==> src/design/dvi_lane_deskew_sync_extract_defines.svh <==
// Assertion macros for the DVI lane deskew and sync extract block.
// No dependencies; taken in by the top level with an include.
`ifndef DVI_LANE_DESKEW_SYNC_EXTRACT_DEFINES_SVH
`define DVI_LANE_DESKEW_SYNC_EXTRACT_DEFINES_SVH

`ifndef SYNTHESIS

// Same-cycle implication, checked on every clock outside reset
`define DSK_ASSERT_NOW(label, ante, cons, msg) \
    label: assert property (@(posedge i_clk) disable iff (!i_rst_n) \
        (ante) |-> (cons)) else $error(msg);

// Next-cycle implication, checked on every clock outside reset
`define DSK_ASSERT_NEXT(label, ante, cons, msg) \
    label: assert property (@(posedge i_clk) disable iff (!i_rst_n) \
        (ante) |=> (cons)) else $error(msg);

`else

`define DSK_ASSERT_NOW(label, ante, cons, msg)
`define DSK_ASSERT_NEXT(label, ante, cons, msg)

`endif

`endif

==> src/design/dvi_dsk_pkg.sv <==
// Shared constants, character and control types for the DVI lane deskew block.
// No dependencies; imported by every module of the block.
package dvi_dsk_pkg;

    // Deskew window and pixel counter size
    localparam int SKEW_WINDOW = 50;
    localparam int COUNT_BITS  = 16;

    // History geometry: ages 0 .. 2*window, candidate ages 0 .. 2*window-1
    localparam int HIST_LEN  = 2 * SKEW_WINDOW + 1;
    localparam int NUM_CAND  = 2 * SKEW_WINDOW;
    localparam int AGE_W     = $clog2(HIST_LEN);
    localparam int GRP_N     = 8;
    localparam int GRP_W     = $clog2(GRP_N);
    localparam int CAND_GRPS = (NUM_CAND + GRP_N - 1) / GRP_N;
    localparam int READ_GRPS = (HIST_LEN + GRP_N - 1) / GRP_N;

    localparam int KIND_W = 2;
    localparam int VAL_W  = 8;
    localparam int WIDE_W = (COUNT_BITS > 16) ? COUNT_BITS : 16;

    // Pixel counter ceiling
    localparam logic [COUNT_BITS-1:0] CNT_MAX = {COUNT_BITS{1'b1}};

    // Character type codes
    typedef enum logic [KIND_W-1:0] {
        KIND_CTRL  = 2'd0,
        KIND_DATA  = 2'd1,
        KIND_ERR   = 2'd2,
        KIND_OTHER = 2'd3
    } t_kind;

    // Result class codes
    typedef enum logic [2:0] {
        CLS_BLANK = 3'd0,
        CLS_HSYNC = 3'd1,
        CLS_VSYNC = 3'd2,
        CLS_VIDEO = 3'd3,
        CLS_ERROR = 3'd4
    } t_class;

    // One lane character
    typedef struct packed {
        logic [KIND_W-1:0] kind;
        logic [VAL_W-1:0]  value;
    } t_char;

    // Sequencer strobes to a lane history
    typedef struct packed {
        logic shift;   // new item enters the chain
        logic scan;    // register per-group edge search
        logic pick;    // adopt the earliest edge as the new offset
        logic gather;  // register per-group read at the current offset
    } t_lane_ctl;

endpackage

==> src/design/dvi_dsk_cell.sv <==
// One stage of a character chain: holds a character and its valid flag.
// Depends on dvi_dsk_pkg for the character type.
module dvi_dsk_cell import dvi_dsk_pkg::*; (
    input  logic  i_clk,
    input  logic  i_rst_n,
    input  logic  i_shift,
    input  t_char i_char,
    input  logic  i_valid,
    output t_char o_char,
    output logic  o_valid
);

    t_char r_char;
    logic  r_valid;

    // Payload moves on each shift, no reset needed
    always_ff @(posedge i_clk) begin
        if (i_shift) begin
            r_char <= i_char;
        end
    end

    // Valid flag marks an entry that has really been written
    always_ff @(posedge i_clk) begin
        if (!i_rst_n) begin
            r_valid <= 1'b0;
        end else if (i_shift) begin
            r_valid <= i_valid;
        end
    end

    assign o_char  = r_char;
    assign o_valid = r_valid;

endmodule

==> src/design/dvi_dsk_lane.sv <==
// Deskew history for one of the green or red lanes: a chain of cells, the
// offset register, the registered edge search and the registered offset read.
// Depends on dvi_dsk_pkg and dvi_dsk_cell.
module dvi_dsk_lane import dvi_dsk_pkg::*; (
    input  logic             i_clk,
    input  logic             i_rst_n,
    input  t_lane_ctl        i_ctl,
    input  t_char            i_char,
    output logic [VAL_W-1:0] o_value
);

    t_char                  w_char [HIST_LEN];
    logic                   w_vld  [HIST_LEN];
    logic [CAND_GRPS*GRP_N-1:0] w_cand;
    logic [VAL_W-1:0]       w_val  [READ_GRPS*GRP_N];

    // Age of the entry currently aligned with blue; window centre at reset
    logic [AGE_W-1:0]       r_age;
    logic [CAND_GRPS-1:0]   r_gfnd;
    logic [GRP_W-1:0]       r_gidx [CAND_GRPS];
    logic [CAND_GRPS-1:0]   n_gfnd;
    logic [GRP_W-1:0]       n_gidx [CAND_GRPS];
    logic                   w_found;
    logic [AGE_W-1:0]       w_new_age;
    logic [VAL_W-1:0]       r_rg   [READ_GRPS];
    logic [VAL_W-1:0]       n_rg   [READ_GRPS];

    // Chain of history cells, age 0 is the newest character
    genvar g;
    generate
        for (g = 0; g < HIST_LEN; g++) begin : g_cell
            if (g == 0) begin : g_head
                dvi_dsk_cell u_cell (
                    .i_clk   (i_clk),
                    .i_rst_n (i_rst_n),
                    .i_shift (i_ctl.shift),
                    .i_char  (i_char),
                    .i_valid (1'b1),
                    .o_char  (w_char[g]),
                    .o_valid (w_vld[g])
                );
            end else begin : g_body
                dvi_dsk_cell u_cell (
                    .i_clk   (i_clk),
                    .i_rst_n (i_rst_n),
                    .i_shift (i_ctl.shift),
                    .i_char  (w_char[g-1]),
                    .i_valid (w_vld[g-1]),
                    .o_char  (w_char[g]),
                    .o_valid (w_vld[g])
                );
            end
        end
    endgenerate

    // Candidate flags: control followed by data, predecessor written,
    // and within one window of the current offset
    always_comb begin
        w_cand = '0;
        for (int a = 0; a < NUM_CAND; a++) begin
            w_cand[a] = w_vld[a+1]
                     && (w_char[a+1].kind == KIND_CTRL)
                     && (w_char[a].kind == KIND_DATA)
                     && (int'(r_age) + SKEW_WINDOW >= a)
                     && (int'(r_age) <= a + SKEW_WINDOW);
        end
    end

    // Per-group search: the oldest candidate in each group wins
    always_comb begin
        for (int k = 0; k < CAND_GRPS; k++) begin
            n_gfnd[k] = 1'b0;
            n_gidx[k] = '0;
            for (int j = 0; j < GRP_N; j++) begin
                if (w_cand[k*GRP_N + j]) begin
                    n_gfnd[k] = 1'b1;
                    n_gidx[k] = GRP_W'(j);
                end
            end
        end
    end

    always_ff @(posedge i_clk) begin
        if (i_ctl.scan) begin
            r_gfnd <= n_gfnd;
            r_gidx <= n_gidx;
        end
    end

    // Across groups: the oldest group holding a candidate wins
    always_comb begin
        w_found   = 1'b0;
        w_new_age = r_age;
        for (int k = 0; k < CAND_GRPS; k++) begin
            if (r_gfnd[k]) begin
                w_found   = 1'b1;
                w_new_age = AGE_W'(k * GRP_N) + AGE_W'(r_gidx[k]);
            end
        end
    end

    // Offset register; kept when no candidate qualifies
    always_ff @(posedge i_clk) begin
        if (!i_rst_n) begin
            r_age <= AGE_W'(SKEW_WINDOW);
        end else if (i_ctl.pick && w_found) begin
            r_age <= w_new_age;
        end
    end

    // Values padded to whole read groups
    always_comb begin
        for (int a = 0; a < READ_GRPS*GRP_N; a++) begin
            w_val[a] = '0;
        end
        for (int a = 0; a < HIST_LEN; a++) begin
            w_val[a] = w_char[a].value;
        end
    end

    // Per-group read at the aligned age
    always_comb begin
        for (int k = 0; k < READ_GRPS; k++) begin
            n_rg[k] = '0;
            for (int j = 0; j < GRP_N; j++) begin
                if (int'(r_age) == k*GRP_N + j) begin
                    n_rg[k] = n_rg[k] | w_val[k*GRP_N + j];
                end
            end
        end
    end

    always_ff @(posedge i_clk) begin
        if (i_ctl.gather) begin
            r_rg <= n_rg;
        end
    end

    // Only the group holding the aligned age is non-zero
    always_comb begin
        o_value = '0;
        for (int k = 0; k < READ_GRPS; k++) begin
            o_value = o_value | r_rg[k];
        end
    end

endmodule

==> src/design/dvi_lane_deskew_sync_extract.sv <==
// Channel   Direction  Handshake           Payload
// input     in         i_valid / o_ready   i_blue/green/red_kind, i_*_value
// result    out        o_valid / i_ready   o_symbol_class .. o_vsync_event
//
// Each item passes through the transfer, the group edge search, the offset
// pick, the group read and the result build in turn, set by the registered
// two-level search and read over the 101-entry lane histories.
// Reset (synchronous, active low) empties the chains and recentres both offsets.
// A finished result waits in the output register while the next item is taken;
// the result build holds only if that register is still full.
// Depends on dvi_dsk_pkg, dvi_dsk_cell, dvi_dsk_lane and the defines header.
`include "dvi_lane_deskew_sync_extract_defines.svh"

module dvi_lane_deskew_sync_extract import dvi_dsk_pkg::*; (
    input  logic         i_clk,
    input  logic         i_rst_n,
    input  logic         i_valid,
    output logic         o_ready,
    input  logic [1:0]   i_blue_kind,
    input  logic [7:0]   i_blue_value,
    input  logic [1:0]   i_green_kind,
    input  logic [7:0]   i_green_value,
    input  logic [1:0]   i_red_kind,
    input  logic [7:0]   i_red_value,
    output logic         o_valid,
    input  logic         i_ready,
    output logic [2:0]   o_symbol_class,
    output logic         o_extends_run,
    output logic [7:0]   o_pixel_red,
    output logic [7:0]   o_pixel_green,
    output logic [7:0]   o_pixel_blue,
    output logic         o_line_start,
    output logic         o_line_end,
    output logic [15:0]  o_line_width,
    output logic         o_vsync_event
);

    typedef enum logic [4:0] {
        S_IDLE   = 5'b00001,
        S_SCAN   = 5'b00010,
        S_PICK   = 5'b00100,
        S_GATHER = 5'b01000,
        S_EMIT   = 5'b10000
    } t_state;

    t_state r_state, n_state;
    logic   w_accept, w_out_free, w_load, w_realign;

    t_char  w_bchar [SKEW_WINDOW+1];
    logic   w_bvld  [SKEW_WINDOW+1];
    t_char  w_bch;
    logic   w_has_res;
    t_char  w_blue_in, w_green_in, w_red_in;

    t_lane_ctl        w_ctl_g, w_ctl_r;
    logic [VAL_W-1:0] w_green_val, w_red_val;

    // Sync decode state
    logic [KIND_W-1:0]     r_prev_kind, n_prev_kind;
    t_char                 r_prev_char;
    logic                  r_any, n_any;
    logic                  r_open, n_open;
    logic [COUNT_BITS-1:0] r_pix, n_pix;
    logic [WIDE_W-1:0]     w_pix_wide;

    // Output register
    logic         r_ovalid;
    t_class       r_cls, n_cls;
    logic         r_ext, n_ext;
    logic [7:0]   r_pr, n_pr, r_pg, n_pg, r_pb, n_pb;
    logic         r_ls, n_ls, r_le, n_le, r_vs, n_vs;
    logic [15:0]  r_lw, n_lw;

    assign w_blue_in  = '{kind: i_blue_kind,  value: i_blue_value};
    assign w_green_in = '{kind: i_green_kind, value: i_green_value};
    assign w_red_in   = '{kind: i_red_kind,   value: i_red_value};

    assign o_ready    = (r_state == S_IDLE);
    assign w_accept   = i_valid && o_ready;
    assign w_out_free = !r_ovalid || i_ready;

    // Blue delay chain; the last cell holds the character aligned at offset zero
    genvar g;
    generate
        for (g = 0; g <= SKEW_WINDOW; g++) begin : g_blue
            if (g == 0) begin : g_head
                dvi_dsk_cell u_cell (
                    .i_clk   (i_clk),
                    .i_rst_n (i_rst_n),
                    .i_shift (w_accept),
                    .i_char  (w_blue_in),
                    .i_valid (1'b1),
                    .o_char  (w_bchar[g]),
                    .o_valid (w_bvld[g])
                );
            end else begin : g_body
                dvi_dsk_cell u_cell (
                    .i_clk   (i_clk),
                    .i_rst_n (i_rst_n),
                    .i_shift (w_accept),
                    .i_char  (w_bchar[g-1]),
                    .i_valid (w_bvld[g-1]),
                    .o_char  (w_bchar[g]),
                    .o_valid (w_bvld[g])
                );
            end
        end
    endgenerate

    assign w_bch     = w_bchar[SKEW_WINDOW];
    assign w_has_res = w_bvld[SKEW_WINDOW];

    // Realign on a blue control-to-data edge
    assign w_realign = w_has_res && (w_bch.kind == KIND_DATA)
                    && (r_prev_kind == KIND_CTRL);

    always_comb begin
        w_ctl_g.shift  = w_accept;
        w_ctl_g.scan   = (r_state == S_SCAN);
        w_ctl_g.pick   = (r_state == S_PICK) && w_realign;
        w_ctl_g.gather = (r_state == S_GATHER);
        w_ctl_r        = w_ctl_g;
    end

    dvi_dsk_lane u_green (
        .i_clk   (i_clk),
        .i_rst_n (i_rst_n),
        .i_ctl   (w_ctl_g),
        .i_char  (w_green_in),
        .o_value (w_green_val)
    );

    dvi_dsk_lane u_red (
        .i_clk   (i_clk),
        .i_rst_n (i_rst_n),
        .i_ctl   (w_ctl_r),
        .i_char  (w_red_in),
        .o_value (w_red_val)
    );

    // Sequencer
    always_comb begin
        n_state = r_state;
        w_load  = 1'b0;
        case (r_state)
            S_IDLE:   if (w_accept) n_state = S_SCAN;
            S_SCAN:   n_state = S_PICK;
            S_PICK:   n_state = S_GATHER;
            S_GATHER: n_state = S_EMIT;
            S_EMIT: begin
                if (!w_has_res) begin
                    n_state = S_IDLE;
                end else if (w_out_free) begin
                    w_load  = 1'b1;
                    n_state = S_IDLE;
                end
            end
            default:  n_state = S_IDLE;
        endcase
    end

    always_ff @(posedge i_clk) begin
        if (!i_rst_n) begin
            r_state <= S_IDLE;
        end else begin
            r_state <= n_state;
        end
    end

    // Saturated width for the closed scanline
    assign w_pix_wide = WIDE_W'(r_pix);

    // Blue classification and scanline tracking
    always_comb begin
        n_cls       = CLS_ERROR;
        n_ext       = 1'b0;
        n_pr        = '0;
        n_pg        = '0;
        n_pb        = '0;
        n_ls        = 1'b0;
        n_le        = 1'b0;
        n_lw        = '0;
        n_vs        = 1'b0;
        n_open      = r_open;
        n_pix       = r_pix;
        n_any       = r_any;
        n_prev_kind = w_bch.kind;
        case (w_bch.kind)
            KIND_CTRL: begin
                if ((r_prev_kind == KIND_DATA) && r_open) begin
                    n_le   = 1'b1;
                    n_lw   = (w_pix_wide > WIDE_W'(16'hFFFF)) ? 16'hFFFF
                                                              : w_pix_wide[15:0];
                    n_pix  = '0;
                    n_open = 1'b0;
                end
                if (w_bch.value[1]) begin
                    n_cls = CLS_VSYNC;
                end else if (w_bch.value[0]) begin
                    n_cls = CLS_HSYNC;
                end else begin
                    n_cls = CLS_BLANK;
                end
                if (r_any && (r_prev_char == w_bch)) begin
                    n_ext = 1'b1;
                end else if (w_bch.value[1]) begin
                    n_vs = 1'b1;
                end
                n_any = 1'b1;
            end
            KIND_DATA: begin
                if (r_prev_kind == KIND_CTRL) begin
                    n_open = 1'b1;
                    n_pix  = '0;
                    n_ls   = 1'b1;
                end
                n_cls = CLS_VIDEO;
                n_pr  = w_red_val;
                n_pg  = w_green_val;
                n_pb  = w_bch.value;
                if (n_open && (n_pix != CNT_MAX)) begin
                    n_pix = n_pix + 1'b1;
                end
                n_any = 1'b1;
            end
            default: ;
        endcase
    end

    // Decode state moves once per result
    always_ff @(posedge i_clk) begin
        if (!i_rst_n) begin
            r_prev_kind <= KIND_ERR;
            r_prev_char <= '0;
            r_any       <= 1'b0;
            r_open      <= 1'b0;
            r_pix       <= '0;
        end else if (w_load) begin
            r_prev_kind <= n_prev_kind;
            r_prev_char <= w_bch;
            r_any       <= n_any;
            r_open      <= n_open;
            r_pix       <= n_pix;
        end
    end

    // Output register valid
    always_ff @(posedge i_clk) begin
        if (!i_rst_n) begin
            r_ovalid <= 1'b0;
        end else if (w_load) begin
            r_ovalid <= 1'b1;
        end else if (i_ready) begin
            r_ovalid <= 1'b0;
        end
    end

    // Output register payload
    always_ff @(posedge i_clk) begin
        if (w_load) begin
            r_cls <= n_cls;
            r_ext <= n_ext;
            r_pr  <= n_pr;
            r_pg  <= n_pg;
            r_pb  <= n_pb;
            r_ls  <= n_ls;
            r_le  <= n_le;
            r_lw  <= n_lw;
            r_vs  <= n_vs;
        end
    end

    assign o_valid        = r_ovalid;
    assign o_symbol_class = r_cls;
    assign o_extends_run  = r_ext;
    assign o_pixel_red    = r_pr;
    assign o_pixel_green  = r_pg;
    assign o_pixel_blue   = r_pb;
    assign o_line_start   = r_ls;
    assign o_line_end     = r_le;
    assign o_line_width   = r_lw;
    assign o_vsync_event  = r_vs;

    // Checks
    `DSK_ASSERT_NEXT(a_busy_after_transfer, w_accept, !o_ready, "input taken while busy")
    `DSK_ASSERT_NOW(a_width_with_end, o_valid && !o_line_end, o_line_width == 16'd0, "width without line end")
    `DSK_ASSERT_NOW(a_pixels_only_video, o_valid && (o_symbol_class != CLS_VIDEO), (o_pixel_red == 8'd0) && (o_pixel_green == 8'd0) && (o_pixel_blue == 8'd0) && !o_line_start, "pixel fields outside video")

endmodule
==> config.mk <==
export PLATFORM = sky130hd
export DESIGN_NAME = dvi_lane_deskew_sync_extract
export DESIGN_NICKNAME = d
export VERILOG_FILES = /design/src/design/dvi_dsk_pkg.sv /design/src/design/dvi_dsk_cell.sv /design/src/design/dvi_dsk_lane.sv /design/src/design/dvi_lane_deskew_sync_extract.sv
export VERILOG_INCLUDE_DIRS = /design/src /design/src/design
export SDC_FILE = /design/constraint.sdc
export NUM_CORES = 2
export LEC_CHECK = 0
export CAP_MARGIN = 25
export CORE_MARGIN = 1.5
export CORE_UTILIZATION = 50
export CTS_BUF_LIST = sky130_fd_sc_hd__clkbuf_2 sky130_fd_sc_hd__clkbuf_4 sky130_fd_sc_hd__clkbuf_8
export DETAILED_ROUTE_END_ITERATION = 7
export DONT_BUFFER_PORTS = 1
export SLEW_MARGIN = 0
export SYNTH_ARGS = -nofsm -noshare
export SYNTH_HDL_FRONTEND = slang
export SYNTH_SLANG_ARGS = --single-unit
==> constraint.sdc <==
create_clock -name i_clk -period 224 [get_ports i_clk]
set_clock_uncertainty 0.15 [all_clocks]
set_input_delay 44.8 -clock i_clk [delete_from_list [all_inputs] [get_ports i_clk]]
set_output_delay 44.8 -clock i_clk [all_outputs]
set_load 0.005 [all_outputs]
==> qor.yml <==
synth_xor_area_frac: 0.00230
syn_inst: 6685
grt_use_total: 0.240
ys_async_sr_fraction: 0
reg2reg_depth: 10
wirelength_um: 280000
period_share: 0.217
grt_max_degree: 222
setup_viol: 0
ios: 83
rsz0062_at_grt: "false"
wire_per_inst_um: 27.0
grt_antenna_before_repair: 6
clk-insertion-delay-late_ps: 1150
cts.repair.resized: 0
setup_tns_ps: 0
portBuffers: 0
crit_type: "in -> reg"
arrival_ps: 49190
seq_area_sq_um: 89700
p_per_area_nw_per_um2: 9.20
synthAdderAreaFrac: 0.00163
rows: 173
cp-end-kind: "register"
instances_no_fill: 10348
netlist_area_sq_um: 112000
cellLeakagePower_nw: 36.4
initial_core_util: 0.504
hold_path.class: "reg -> reg"
synth_edf_count: 2887
yosysMostFrequentCell: "edfxtp_1"
dp.cells: 9468
cts_max_level: 5
yosys.area_share.simple: 0.0690
drive_above_1_share: 0.133
yosysTopAreaCell: "edfxtp_1"
synth_mux_area_frac: 0.00245
yosysUniqueCellTypes: 107
syn_nets: 6732
hold_violations: 0
synth_top_area_frac: 0.773
cts_hold_buf: 0
synth_common_cells: "edfxtp_1 (2887), a22oi_1 (538), nand2_1 (484), a21oi_1 (292), nor2_1 (210)"
die_area_sq_um: 227000
hpwl_um: 164000
fmax_mhz: 20.6
die_y_um: 477
period_minus_slack_ps: 48560
hold_path_depth: 0
synth-compound-area-share: 0.111
cp.required_ps: 224630
grt_pass1_vias: 62588
overflow: 0
peakVddDrop_mv: 0.00771
drtIter0Drc: 8162
multi_input_area_sq_um: 21100
grt_pass1_wl_um: 413000
num_vias: 64745
cts_sinks: 3037
status: "finished, final reports clean"
design.core.area_sq_um: 223000
worst_pin_slew_ps: 1290
fin_nets: 7035
ys_seq_elements: 3037
ys_seq_area_frac: 0.800
fillers: 17499
area_growth_pct: 11.6
slew_headroom: 0.143
synth_ff_type: "edfxtp_1"
start_kind: "input port"
clkTransAtPathRegs_ps: 60
avgSynthCellArea_sq_um: 16.8
drtPass1Iterations: 8
synth_top_family_by_area: "compound AO/OA/AOI/OAI gates"
cts_tree: "built"
antenna_left: 0
viasPerCell: 6.26
gp_congestion: 0.946
die_w_um: 477
synthTopCellsByArea: "edfxtp_1 (77%), a22oi_1 (3.6%), dfxtp_1 (2.7%)"
yosys_warnings: 0
cts_setup_buffers: 0
crit_fanout: 113
cts_root_buf: "clkbuf_8"
drv_slew: 0
cts_buffer_depth: 4
post-route-drc-count: 0
drv_cap: 0
cts_buffers: 484
[layout make-up]
type / count / area share
antenna: 5 / 0.000100
clock buffer: 664 / 0.0649
clock inverter: 202 / 0.00859
inverter: 51 / 0.00164
multi-input combinational: 3277 / 0.169
sequential: 3037 / 0.717
tap: 2975 / 0.0297
timing repair buffer: 137 / 0.00955
[sequential cells by signal, indices dropped and copies added, names as in the netlist, 13 cells and up]
signal and flops:
g_blue.g_body.u_cell.o_char 500, o_line_width 16, r_pix 16, u_green.g_cell.g_body.u_cell.o_char 1000, u_green.r_gfnd 13, u_green.r_gidx 38
u_green.r_rg 104, u_red.g_cell.g_body.u_cell.o_char 1000, u_red.g_cell.g_body.u_cell.o_valid 100, u_red.r_gfnd 13, u_red.r_gidx 38, u_red.r_rg 104
[report_power, final]
| part | internal [mW] | total (mW) | switching (mW) |
|---|---|---|---|
| registers | 0.658 | 0.671 | 0.0124 |
| logic | 0.00300 | 0.0254 | 0.0224 |
| clock network | 0.241 | 0.455 | 0.214 |
| total | 0.903 | 1.15 | 0.248 |
[critical path, cell delays in order]
cell     delay (ps)
nand2_4         130
inv_8           620
buf_4           770
buf_4           790
buf_4           800
buf_4           650
buf_12          320
[final timing paths]
kind	startpoint	endpoint	slack, ps
worst max-delay path	i_valid	u_green.g_cell[1].g_body.u_cell.o_char[0]	175440
worst min-delay path	g_blue[38].g_body.u_cell.o_char[7]	g_blue[39].g_body.u_cell.o_char[7]	220
worst max register to register	r_state[1]	u_green.g_cell[1].g_body.u_cell.o_char[0]	217740
worst min register to register	g_blue[38].g_body.u_cell.o_char[7]	g_blue[39].g_body.u_cell.o_char[7]	220
[kinds of logic after synthesis]
family | after synthesis
buf+inv | 371
mux | 27
xor+xnor | 26
flops | 3037
compound gates | 1747
simple gates | 1462
fa+ha+maj | 15
[metal layers]
| metal | global-route usage | up-vias | wire, um |
|---|---|---|---|
| li1 | - | 27962 | - |
| met1 | 0.357 | 32990 | 121000 |
| met2 | 0.355 | 3285 | 126000 |
| met3 | 0.0554 | 504 | 25800 |
| met4 | 0.0693 | 4 | 6350 |
| met5 | 0 | - | 29 |
[metrics by stage]
step           hold slack [ps]  setup WS, ps  total power, mW  utilization  cell area, sq um
4_1_cts                    223        175440             1.16        0.562            125000
3_3_place_gp               250        174360            0.705        0.520            116000
6_report                   219        175440             1.15        0.563            125000
5_1_grt                    242        175190             1.19        0.563            125000
2_1_floorplan              250        106670            0.847            -            112000
3_5_place_dp               255        174170            0.707        0.520            116000
[placed cells by master (no fill, tap or decap), drive strengths merged, types with 18 or more instances in the layout]
| cell type | count |
|---|---|
| nand4 | 42 |
| clkbuf | 666 |
| mux2i | 23 |
| nand2 | 485 |
| nor4b | 98 |
| buf | 135 |
| inv | 55 |
| and3 | 28 |
| dfxtp | 150 |
| o22ai | 18 |
| edfxtp | 2887 |
| a21o | 36 |
| a21oi | 293 |
| a222oi | 32 |
| o21ai | 198 |
| or3 | 25 |
| nor4bb | 35 |
| nand3 | 133 |
| a221o | 24 |
| xnor2 | 21 |
| o211ai | 36 |
| nor2 | 210 |
| a221oi | 117 |
| nor3 | 148 |
| a22o | 97 |
| a31oi | 135 |
| nand2b | 39 |
| o2111ai | 21 |
| or4 | 22 |
| a41oi | 46 |
| a22oi | 538 |
| nor4 | 42 |
| nor2b | 34 |
| clkinv | 182 |
| and2 | 44 |
Power figures use the tool's default switching activity.
